--- src/rtl/core/voice_steal_allocator_defines.svh ---
// ----------------------------------------------------------------------------
// Voice steal allocator assertion macros
// Concurrent checks sampled on clk_i and disabled while rst_ni is low.
// ----------------------------------------------------------------------------
`ifndef VOICE_STEAL_ALLOCATOR_DEFINES_SVH
`define VOICE_STEAL_ALLOCATOR_DEFINES_SVH

// same-cycle implication
`define VSA_ASSERT_IMP(lbl, ante, cons) \
  lbl: assert property (@(posedge clk_i) disable iff (!rst_ni) (ante) |-> (cons)) \
    else $error("voice steal allocator check failed");

// next-cycle implication
`define VSA_ASSERT_NXT(lbl, ante, cons) \
  lbl: assert property (@(posedge clk_i) disable iff (!rst_ni) (ante) |=> (cons)) \
    else $error("voice steal allocator check failed");

`endif

--- src/rtl/core/vsa_pkg.sv ---
// ----------------------------------------------------------------------------
// Voice steal allocator package
// Field widths, operation codes, register map and the track store control word.
// ----------------------------------------------------------------------------
`default_nettype none

package vsa_pkg;

  localparam int NUM_VOICES_DEF = 24;
  localparam int NUM_TRACKS_DEF = 32;

  localparam int MODE_W  = 3;
  localparam int VOICE_W = 5;
  localparam int TRACK_W = 5;
  localparam int PRIO_W  = 16;
  localparam int MASK_W  = 32;
  localparam int ADDR_W  = 3;
  localparam int DATA_W  = 32;

  localparam logic signed [PRIO_W-1:0] PRIO_NONE = 16'sh7FFF;

  localparam logic [MODE_W-1:0] MODE_WR_PRIO  = 3'd0;
  localparam logic [MODE_W-1:0] MODE_WR_TRACK = 3'd1;
  localparam logic [MODE_W-1:0] MODE_STEAL    = 3'd2;
  localparam logic [MODE_W-1:0] MODE_RELEASE  = 3'd3;
  localparam logic [MODE_W-1:0] MODE_CHECK    = 3'd4;

  localparam logic REG_AUX_EN = 1'b0;

  typedef struct packed {
    logic               wr_en;
    logic               wr_bank;
    logic [TRACK_W-1:0] wr_idx;
    logic [VOICE_W-1:0] wr_val;
    logic [TRACK_W-1:0] rd_idx;
    logic               rd_bank;
    logic               rel_en;
    logic               rel_aux;
    logic [VOICE_W-1:0] rel_voice;
  } trk_ctrl_t;

endpackage

`default_nettype wire

--- src/rtl/core/vsa_track_store.sv ---
// ----------------------------------------------------------------------------
// Voice steal allocator track store
// Main and auxiliary track-to-voice banks with one write port, one swept read
// port and an in-place release of the swept entry.
// ----------------------------------------------------------------------------
`default_nettype none

module vsa_track_store #(
  parameter int NUM_VOICES = vsa_pkg::NUM_VOICES_DEF,
  parameter int NUM_TRACKS = vsa_pkg::NUM_TRACKS_DEF
) (
  input  logic                         clk_i,
  input  logic                         rst_ni,
  input  vsa_pkg::trk_ctrl_t           ctrl_i,
  output logic [vsa_pkg::VOICE_W-1:0]  rd_voice_o
);
  import vsa_pkg::*;

  localparam int TIDX_W = (NUM_TRACKS > 1) ? $clog2(NUM_TRACKS) : 1;
  localparam logic [VOICE_W-1:0] VOICE_FREE = VOICE_W'(NUM_VOICES);

  logic [VOICE_W-1:0] main_q [NUM_TRACKS];
  logic [VOICE_W-1:0] aux_q  [NUM_TRACKS];
  logic [TIDX_W-1:0]  ri;
  logic [TIDX_W-1:0]  wi;

  assign ri = ctrl_i.rd_idx[TIDX_W-1:0];
  assign wi = ctrl_i.wr_idx[TIDX_W-1:0];

  assign rd_voice_o = ctrl_i.rd_bank ? aux_q[ri] : main_q[ri];

  always_ff @(posedge clk_i or negedge rst_ni) begin
    if (!rst_ni) begin
      for (int i = 0; i < NUM_TRACKS; i++) begin
        main_q[i] <= VOICE_FREE;
        aux_q[i]  <= VOICE_FREE;
      end
    end else begin
      if (ctrl_i.rel_en) begin
        if (main_q[ri] == ctrl_i.rel_voice) begin
          main_q[ri] <= VOICE_FREE;
        end
        if (ctrl_i.rel_aux && aux_q[ri] == ctrl_i.rel_voice) begin
          aux_q[ri] <= VOICE_FREE;
        end
      end
      if (ctrl_i.wr_en) begin
        if (ctrl_i.wr_bank) begin
          aux_q[wi] <= ctrl_i.wr_val;
        end else begin
          main_q[wi] <= ctrl_i.wr_val;
        end
      end
    end
  end

endmodule

`default_nettype wire

--- src/rtl/core/voice_steal_allocator.sv ---
// ----------------------------------------------------------------------------
// Voice steal allocator
// Priority writes, track writes and unused modes go straight to the result word after accept.
// Release and check sweep every track; steal scans every voice, then releases the chosen
// voice from the tracks when one is taken. One compare a cycle, one item at a time.
// Reset (async, active low): priorities to 0x7FFF, all tracks free, aux enable 0.
// ----------------------------------------------------------------------------
`default_nettype none

`include "voice_steal_allocator_defines.svh"

module voice_steal_allocator #(
  parameter int NUM_VOICES = vsa_pkg::NUM_VOICES_DEF,
  parameter int NUM_TRACKS = vsa_pkg::NUM_TRACKS_DEF
) (
  input  logic                               clk_i,
  input  logic                               rst_ni,
  input  logic                               psel,
  input  logic                               penable,
  input  logic                               pwrite,
  input  logic [vsa_pkg::ADDR_W-1:0]         paddr,
  input  logic [vsa_pkg::DATA_W-1:0]         pwdata,
  output logic [vsa_pkg::DATA_W-1:0]         prdata,
  output logic                               pready,
  input  logic                               in_valid_i,
  output logic                               in_stall_o,
  input  logic [vsa_pkg::MODE_W-1:0]         mode_i,
  input  logic [vsa_pkg::VOICE_W-1:0]        voice_index_i,
  input  logic [vsa_pkg::TRACK_W-1:0]        track_index_i,
  input  logic                               bank_i,
  input  logic signed [vsa_pkg::PRIO_W-1:0]  priority_req_i,
  input  logic [vsa_pkg::MASK_W-1:0]         track_mask_i,
  output logic                               out_valid_o,
  input  logic                               out_stall_i,
  output logic [vsa_pkg::VOICE_W-1:0]        chosen_voice_o,
  output logic                               hit_o
);
  import vsa_pkg::*;

  localparam int VIDX_W = $clog2(NUM_VOICES);
  localparam int TIDX_W = (NUM_TRACKS > 1) ? $clog2(NUM_TRACKS) : 1;
  localparam int CNT_W  = (VIDX_W > TIDX_W) ? VIDX_W : TIDX_W;
  localparam logic [VOICE_W-1:0] VOICE_FREE = VOICE_W'(NUM_VOICES);

  localparam logic [2:0] ST_IDLE = 3'd0;
  localparam logic [2:0] ST_SCAN = 3'd1;
  localparam logic [2:0] ST_REL  = 3'd2;
  localparam logic [2:0] ST_CHK  = 3'd3;
  localparam logic [2:0] ST_FIN  = 3'd4;

  logic [2:0]               state_q, state_d;
  logic [CNT_W-1:0]         cnt_q, cnt_d;
  logic                     aux_en_q;
  logic                     out_valid_q, out_valid_d;
  logic [VOICE_W-1:0]       out_voice_q, out_voice_d;
  logic                     out_hit_q, out_hit_d;
  logic [VOICE_W-1:0]       req_voice_q, req_voice_d;
  logic                     req_bank_q, req_bank_d;
  logic [MASK_W-1:0]        req_mask_q, req_mask_d;
  logic signed [PRIO_W-1:0] best_q, best_d;
  logic [VOICE_W-1:0]       best_idx_q, best_idx_d;
  logic [VOICE_W-1:0]       res_voice_q, res_voice_d;
  logic                     res_hit_q, res_hit_d;

  logic signed [PRIO_W-1:0] prio_q [NUM_VOICES];

  logic                     in_acc;
  logic                     scan_last;
  logic                     trk_last;
  logic signed [PRIO_W-1:0] cur_prio;
  logic                     cur_lt;
  logic signed [PRIO_W-1:0] fin_best;
  logic [VOICE_W-1:0]       fin_idx;
  logic [VOICE_W-1:0]       rd_voice;
  trk_ctrl_t                trk_ctrl;

  assign in_acc     = in_valid_i && !in_stall_o;
  assign in_stall_o = (state_q != ST_IDLE);
  assign scan_last  = (cnt_q == CNT_W'(NUM_VOICES - 1));
  assign trk_last   = (cnt_q == CNT_W'(NUM_TRACKS - 1));
  assign cur_prio   = prio_q[cnt_q[VIDX_W-1:0]];
  assign cur_lt     = (cur_prio < best_q);
  assign fin_best   = cur_lt ? cur_prio : best_q;
  assign fin_idx    = cur_lt ? VOICE_W'(cnt_q) : best_idx_q;

  assign pready         = 1'b1;
  assign prdata         = (paddr[2] == REG_AUX_EN) ? {{(DATA_W-1){1'b0}}, aux_en_q} : '0;
  assign out_valid_o    = out_valid_q;
  assign chosen_voice_o = out_voice_q;
  assign hit_o          = out_hit_q;

  always_comb begin
    trk_ctrl.wr_en     = in_acc && (mode_i == MODE_WR_TRACK) &&
                         ({1'b0, track_index_i} < (TRACK_W+1)'(NUM_TRACKS));
    trk_ctrl.wr_bank   = bank_i;
    trk_ctrl.wr_idx    = track_index_i;
    trk_ctrl.wr_val    = (voice_index_i > VOICE_FREE) ? VOICE_FREE : voice_index_i;
    trk_ctrl.rd_idx    = TRACK_W'(cnt_q);
    trk_ctrl.rd_bank   = req_bank_q;
    trk_ctrl.rel_en    = (state_q == ST_REL);
    trk_ctrl.rel_aux   = aux_en_q;
    trk_ctrl.rel_voice = req_voice_q;
  end

  vsa_track_store #(
    .NUM_VOICES (NUM_VOICES),
    .NUM_TRACKS (NUM_TRACKS)
  ) u_track_store (
    .clk_i      (clk_i),
    .rst_ni     (rst_ni),
    .ctrl_i     (trk_ctrl),
    .rd_voice_o (rd_voice)
  );

  always_comb begin
    state_d     = state_q;
    cnt_d       = cnt_q;
    req_voice_d = req_voice_q;
    req_bank_d  = req_bank_q;
    req_mask_d  = req_mask_q;
    best_d      = best_q;
    best_idx_d  = best_idx_q;
    res_voice_d = res_voice_q;
    res_hit_d   = res_hit_q;
    out_voice_d = out_voice_q;
    out_hit_d   = out_hit_q;
    out_valid_d = out_valid_q && out_stall_i;

    unique case (state_q)
      ST_IDLE: begin
        if (in_acc) begin
          req_voice_d = voice_index_i;
          req_bank_d  = bank_i;
          req_mask_d  = track_mask_i;
          res_voice_d = voice_index_i;
          res_hit_d   = 1'b0;
          best_d      = PRIO_NONE;
          best_idx_d  = VOICE_FREE;
          cnt_d       = '0;
          unique case (mode_i)
            MODE_STEAL:   state_d = ST_SCAN;
            MODE_RELEASE: state_d = ST_REL;
            MODE_CHECK:   state_d = ST_CHK;
            default:      state_d = ST_FIN;
          endcase
        end
      end
      ST_SCAN: begin
        best_d     = fin_best;
        best_idx_d = fin_idx;
        if (scan_last) begin
          cnt_d = '0;
          if (fin_best == PRIO_NONE) begin
            res_voice_d = VOICE_FREE;
            state_d     = ST_FIN;
          end else begin
            res_voice_d = fin_idx;
            req_voice_d = fin_idx;
            state_d     = ST_REL;
          end
        end else begin
          cnt_d = cnt_q + 1'b1;
        end
      end
      ST_REL: begin
        if (trk_last) begin
          state_d = ST_FIN;
        end else begin
          cnt_d = cnt_q + 1'b1;
        end
      end
      ST_CHK: begin
        if (rd_voice == req_voice_q && req_mask_q[TRACK_W'(cnt_q)]) begin
          res_hit_d = 1'b1;
        end
        if (trk_last) begin
          state_d = ST_FIN;
        end else begin
          cnt_d = cnt_q + 1'b1;
        end
      end
      ST_FIN: begin
        if (!out_valid_q || !out_stall_i) begin
          out_valid_d = 1'b1;
          out_voice_d = res_voice_q;
          out_hit_d   = res_hit_q;
          state_d     = ST_IDLE;
        end
      end
      default: begin
        state_d = ST_IDLE;
      end
    endcase
  end

  always_ff @(posedge clk_i or negedge rst_ni) begin
    if (!rst_ni) begin
      state_q     <= ST_IDLE;
      cnt_q       <= '0;
      out_valid_q <= 1'b0;
      aux_en_q    <= 1'b0;
    end else begin
      state_q     <= state_d;
      cnt_q       <= cnt_d;
      out_valid_q <= out_valid_d;
      if (psel && penable && pwrite && pready && paddr[2] == REG_AUX_EN) begin
        aux_en_q <= pwdata[0];
      end
    end
  end

  always_ff @(posedge clk_i) begin
    req_voice_q <= req_voice_d;
    req_bank_q  <= req_bank_d;
    req_mask_q  <= req_mask_d;
    best_q      <= best_d;
    best_idx_q  <= best_idx_d;
    res_voice_q <= res_voice_d;
    res_hit_q   <= res_hit_d;
    out_voice_q <= out_voice_d;
    out_hit_q   <= out_hit_d;
  end

  always_ff @(posedge clk_i or negedge rst_ni) begin
    if (!rst_ni) begin
      for (int i = 0; i < NUM_VOICES; i++) begin
        prio_q[i] <= PRIO_NONE;
      end
    end else if (in_acc && mode_i == MODE_WR_PRIO &&
                 voice_index_i < VOICE_W'(NUM_VOICES)) begin
      prio_q[voice_index_i[VIDX_W-1:0]] <= priority_req_i;
    end
  end

  `VSA_ASSERT_IMP(a_scan_bound, state_q == ST_SCAN, cnt_q <= CNT_W'(NUM_VOICES - 1))
  `VSA_ASSERT_IMP(a_trk_bound, state_q == ST_REL || state_q == ST_CHK,
                  trk_last || cnt_q < CNT_W'(NUM_TRACKS - 1))
  `VSA_ASSERT_NXT(a_fin_wait, state_q == ST_FIN && out_valid_q && out_stall_i, state_q == ST_FIN)
  `VSA_ASSERT_IMP(a_out_from_fin, $rose(out_valid_q), $past(state_q) == ST_FIN)

endmodule

`default_nettype wire
--- config.mk ---
export PLATFORM = sky130hd
export DESIGN_NAME = voice_steal_allocator
export DESIGN_NICKNAME = d
export VERILOG_FILES = /design/src/rtl/core/vsa_pkg.sv /design/src/rtl/core/vsa_track_store.sv /design/src/rtl/core/voice_steal_allocator.sv
export VERILOG_INCLUDE_DIRS = /design/src /design/src/rtl/core
export SDC_FILE = /design/constraint.sdc
export NUM_CORES = 1
export LEC_CHECK = 0
export BUFFER_PORTS_ARGS = -buffer_cell sky130_fd_sc_hd__clkbuf_2
export CORE_MARGIN = 2
export CORE_UTILIZATION = 45
export DETAILED_ROUTE_END_ITERATION = 10
export SYNTH_ARGS = -nofsm -noshare
export SYNTH_HDL_FRONTEND = slang
export SYNTH_SLANG_ARGS = --single-unit
--- constraint.sdc ---
create_clock -name clk_i -period 13.75 [get_ports clk_i]
set_input_delay 2.75 -clock clk_i [delete_from_list [all_inputs] [get_ports clk_i]]
set_output_delay 2.75 -clock clk_i [all_outputs]
set_load 0.05 [all_outputs]
# [Yosys cells after proc, flatten, opt, wreduce, memory -nomap -nowiden]
# Index checks and enable logic that the tools add are counted.
[op_classes] addsub=1 magnitude_cmp=10 eq_ne=21 muxes=60 n_bitwise=9 n_reduce_logical=32
[op_table] operator="2-to-1 mux 160 bit" n=8
[op_table] operator="bitwise mux 384 bit" n=1
[op_table] operator="bitwise mux 160 bit" n=2
[op_table] operator="AND 96 bit" n=2
[op_table] operator="bitwise OR 64 bit" n=2
[op_table] operator="inverter 96 bit" n=1
[op_table] operator="2-to-1 mux 5 bit" n=18
[op_table] operator="binary-select mux 16 bit (select 5 bit)" n=1
[op_table] operator="demux 16 bit (select 5 bit)" n=1
[op_table] operator="2-to-1 mux 16 bit" n=5
[op_table] operator="binary-select mux 5 bit (select 5 bit)" n=2
[op_table] operator="demux 5 bit (select 5 bit)" n=2
[op_table] operator="case mux 16 bit (2 select lines)" n=1
[op_table] operator="case mux 5 bit (2 select lines)" n=3
[op_table] operator="greater-or-equal comparator 6 bit (second input constant)" n=3
[op_table] operator="less-than comparator 6 x 1 -> 1 bit (second input constant)" n=3
[op_table] operator="inverter 5 -> 6 bit" n=3
[op_table] operator="equality test 16 bit (second input constant)" n=1
[op_table] operator="less-than comparator 16 bit" n=1
[op_table] operator="equality test 5 bit" n=3
[op_table] operator="2-to-1 mux 3 bit" n=5
[op_table] operator="case mux 5 bit (3 select lines)" n=1
[op_table] operator="logical AND 1 bit" n=13
[op_table] operator="equality test 3 x 2 -> 1 bit (second input constant)" n=4
[op_table] operator="24 further kinds" n=47
[word_totals] ff_bits=785 in_bits=104 output_inout_bits=41 elab_cells=234

# [Logic depth before layout (Yosys ltp)]
[logic_depth] ltp_word=12 ltp_mapped=21 mapped_depth_nobuf=14

# [Modules after synthesis]
# A second synthesis with hierarchy kept.
[unflattened] hier_cells=3417 hier_area_um2=41076.9
[by_module_without_submodules] module="voice_steal_allocator" instances=1 cells_each=1531 area_per_inst_um2=22908.2 seq_area_each_um2=12441.9
[by_module_without_submodules] module="vsa_track_store" instances=1 cells_each=1886 area_per_inst_um2=18168.7 seq_area_each_um2=8167.8

# [Worst setup path before layout]
# Ideal clock, no wire load.
[synth_timing] kind="input-to-output" startpoint="input port paddr[2] (netlist name)" endpoint="output port prdata[0] (netlist name)" arrival_time_ps=3395 required_ps=11000 setup_slack_ps=7605 path_stages=1 path_buffers=0 path_cell_list="nor2_1"
[synth_between] elab_chain_len=1
[synth_lines] item="from (decl)" line="voice_steal_allocator.sv:21" rtl="input logic [vsa_pkg::ADDR_W-1:0] paddr,"
[synth_lines] item="2-to-1 mux 1 bit" line="voice_steal_allocator.sv:87" rtl="assign prdata = (paddr[2] == REG_AUX_EN) ? {{(DATA_W-1){1'b0}}, aux_en_q} : '0;"
[synth_lines] item="to (decl)" line="voice_steal_allocator.sv:23" rtl="output logic [vsa_pkg::DATA_W-1:0] prdata,"
# No other way between the ends.

# [Worst setup path in the final report]
[layout_timing] startpoint="register cnt_q[0]" endpoint="register req_voice_q[3] (enable)"
[layout_between] elab_chain_len=9 word_cells_on_any_way=11 cone_classes="1 x order compare; 4 x eq/ne; 4 x mux; 1 x bitwise; 1 x reduce/logical"
[layout_lines] item="from (decl)" line="voice_steal_allocator.sv:52" rtl="logic [CNT_W-1:0] cnt_q, cnt_d;"
[layout_lines] item="from (signal assigned)" line="voice_steal_allocator.sv:204" rtl="cnt_q <= cnt_d;"
[layout_lines] item="inverter 5 -> 6 bit (implied by the code)" line="voice_steal_allocator.sv:81" rtl="assign cur_prio = prio_q[cnt_q[VIDX_W-1:0]];"
[layout_lines] item="binary-select mux 16 bit (select 5 bit)" line="voice_steal_allocator.sv:81"
[layout_lines] item="2-to-1 mux 16 bit (implied by the code) (2 in a row)" line="voice_steal_allocator.sv:81"
[layout_lines] item="less-than comparator 16 bit" line="voice_steal_allocator.sv:82" rtl="assign cur_lt = (cur_prio < best_q);"
[layout_lines] item="2-to-1 mux 16 bit" line="voice_steal_allocator.sv:83" rtl="assign fin_best = cur_lt ? cur_prio : best_q;"
[layout_lines] item="equality test 16 bit" line="voice_steal_allocator.sv:153" rtl="if (fin_best == PRIO_NONE) begin"
[layout_lines] item="!= test 2 bit (no line)"
[layout_lines] item="AND reduction 4 bit (no line) (*)"
[layout_lines] item="to (signal assigned)" line="voice_steal_allocator.sv:213" rtl="req_voice_q <= req_voice_d;"
[layout_lines] item="to (decl)" line="voice_steal_allocator.sv:57" rtl="logic [VOICE_W-1:0] req_voice_q, req_voice_d;"
# Mark *: on every way between the ends. The rest lies on a longest branch, timed or not. The select of a mux whose other input is x is not followed.
# A chain may end at the register's enable or synchronous reset.

==> metrics.txt <==
commonest non-fill, non-tap cells in the layout=dfstp_2 (488), mux2_2 (384), nand2_1 (335), o22ai_1 (248), dfrtp_1 (224); largest family of logic cells by synthesized area=multiplexers; sequential element share of the synthesized area=0.538; first-pass GRT wire length=160 mm; vias in the first global route=25,900; Hold Vio Cnt, Final=0; NetSw=roughly 1.7 mW; Lkg Pwr=17.1 nW; crit path capture=req_voice_q[3]; Critical Path AT=7.18 ns; die area=87,500 um^2; CTS Sinks=approximately 790; CP cell instances=buf_4 -> buf_4 -> mux4_2 -> nand2_1 -> nor4bb_1 -> nand2_1 -> ha_1 -> a41oi_1 -> o21ai_0 -> a31oi_1 -> nand2_1 -> o31ai_4 -> nor4_1 -> o31ai_1 -> o21a_1; final setup vio count=0; Post-synth EDFFs=71; layout cells sized above 1=0.455; Post-Synth Adder-Cell Area=0.00653; max-cap viol count=0; PwrDens=between 100 and 150 nW/um^2; synth unique cells=a little over 70; switching fraction of total power=0.286; fmax=146 MHz; CP Class=register to register; CTS Hold Bufs=0; synthesized flop and latch total=785; Detailed Place HPWL=between 60 and 70 mm; Area Overhead vs Synth=11.1%; Comb power frac=0.178; num ports=145; simple-gate area share of the yosys netlist=0.104; setup TNS=0 ns; WL per Instance=approximately 25 um; VDD IR max=118 uV; CTS max path bufs=3; crit path max fanout=39; setup ws final=6.91 ns; clk slew on worst S/H paths=roughly 0.06 ns; Die Ht=296 um; area post-placement=39,700 um^2; # diodes=0; Synth Flop Type=dfstp_2; clock latency on the worst-skew pair=approximately 0.65 ns; Setup Buffers After CTS=0; Starting Density=0.456; setup slack after placement=about 7 ns; vias=25,000; required time worst endpoint=14.09 ns; root buffer cell=clkbuf_16; multiplexer area fraction after synthesis=0.220; Die Width=between 200 and 300 um; # DRC=0; CP startpoint=cnt_q[0]; Worst Tran Pin Value=1.21 ns; register share of total power=0.441; largest net degree at the start of global routing=168; compound-cell area share of the yosys netlist=0.0949; final total power=approximately 6 mW; number of core rows=106; largest area contributor in the netlist=dfstp_2; ANT nets after route=0; TritonCTS clock tree=done; post-CTS sizing=0; Synth Instances=2,922; total wire length=104 mm; slowest stage delay, CP=a little over 0.9 ns; Post-Synth XOR/XNOR Area=0.00252; initial DRC count=1,975; # nets final=a little over 3,000; Worst Skew=0.0153 ns; Reg-to-Reg End=req_voice_q[3]; GP Congestion=0.856; Syn Area/Cell=13.1 um^2; CP max stage cell=o31ai_4; most common cell after layout, fill and taps aside=dfstp_2; Worst setup EP type=register; number of port buffers=79; min cycle time layout=6.84 ns; Mapped Area=38,300 um^2; DR vias/cell=6.03; R2R cell count=15; CP Launch Type=register; total global routing overflow=0; clock power share=0.381; Top cell by count, worst path=nand2_1; Design Area, Final=42,600 um^2; min-delay worst type=register to register; htree depth=3; worst reg2reg setup slack=roughly 6.9 ns; RR Startpoint=cnt_q[0]; Tcrit/Tclk final=0.497; Synth Warn #=0; Synth async-reset ratio=0.910; initial antenna violation count=4; total track usage=0.240; Yosys top cell area share=0.335; Rel. slew slack=0.187; status=finished, final reports clean; CTS buffer count=83; max-slew violations=0; internal power=approximately 4.4 mW; placeable core area=~84,000 um^2; TritonRoute pass-1 iters=7; Synth area leaders=dfstp_2 (33%), dfrtp_1 (15%), mux2_2 (11%); RSZ-0062 raised after global routing=false
-- layer usage --
metal / global-route usage / part of all wire / vias to the layer above
met5: 0 / 0.00028 / -
met4: 0.0911 / 0.036 / 6
met3: 0.0344 / 0.051 / 222
met2: 0.406 / 0.49 / 757
met1: 0.315 / 0.42 / 13100
li1: - / - / 11000
-- power by group through the flow --
stage	logic, mW	clock network (mW)	registers (mW)
floorplan	0.872	0	2.70
global placement	1.07	0	2.72
detailed placement	1.10	0	2.73
CTS	1.10	2.38	2.69
global route	1.17	2.47	2.71
finish	1.09	2.33	2.69
-- kinds of logic after synthesis --
group                      count (synthesis)
adders and majority gates                 20
and+or+nand+nor                          709
muxes                                    634
xor gates and xnor gates                  11
AOI/OAI and AO/OA                        508
DFF                                      785
buffers and inverters                    253
other                                      2
-- stage by stage --
stage | util | std cells | hold WS [ns]
floorplan | - | 2952 | 0.400
finish | 0.507 | 4156 | 0.430
detailed placement | 0.473 | 4004 | 0.412
global route | 0.507 | 4156 | 0.442
global placement | 0.473 | 4004 | 0.412
CTS | 0.507 | 4156 | 0.433
-- sequential cells by signal, summed over array words and instances (netlist names) --
signal and cells:
aux_en_q 1, best_q 16, u_track_store.aux_q 160, out_valid_o 1, req_voice_q 5, hit_o 1
cnt_q 5, res_hit_q 1, req_mask_q 32, best_idx_q 5, req_bank_q 1, chosen_voice_o 5
res_voice_q 5, prio_q 384, state_q 3, u_track_store.main_q 160
-- Yosys cell counts, drive strengths merged, types with 46 or more instances --
cell,number
mux2i,119
nand2b,134
edfxtp,71
buf,98
mux4,128
dfrtp,226
nand2,339
mux2,387
nor2,79
a22oi,46
o22ai,248
dfstp,488
o22a,128
clkbuf,128
-- critical path: cells and delay by family (launching register included) --
family / cells / cell delay, ns
fa+ha+maj: 1 / 0.36
flops: 1 / 0.54
buf+inv: 2 / 1.38
simple gates: 5 / 1.37
compound gates: 6 / 2.21
mux: 1 / 0.62
-- how the worst min path moves through the flow --
stage                         from                 to  slack (ns)  cells past startpoint
floorplan           res_voice_q[0]  chosen_voice_o[0]        0.40                      0
global placement         res_hit_q              hit_o        0.41                      0
detailed placement  res_voice_q[3]  chosen_voice_o[3]        0.41                      0
CTS                 res_voice_q[3]  chosen_voice_o[3]        0.43                      0
global route             res_hit_q              hit_o        0.44                      0
finish              res_voice_q[3]  chosen_voice_o[3]        0.43                      0
-- final cells by class --
cell class,count,area (um^2)
clock buffer,122,2450
clock inverter,30,390
fill,7191,41400
inverter,27,101
multi-input combinational,1914,16700
sequential,785,20600
tap,1134,1420
timing repair buffer,144,918
Note: power is estimated with default switching activity, not from simulation.
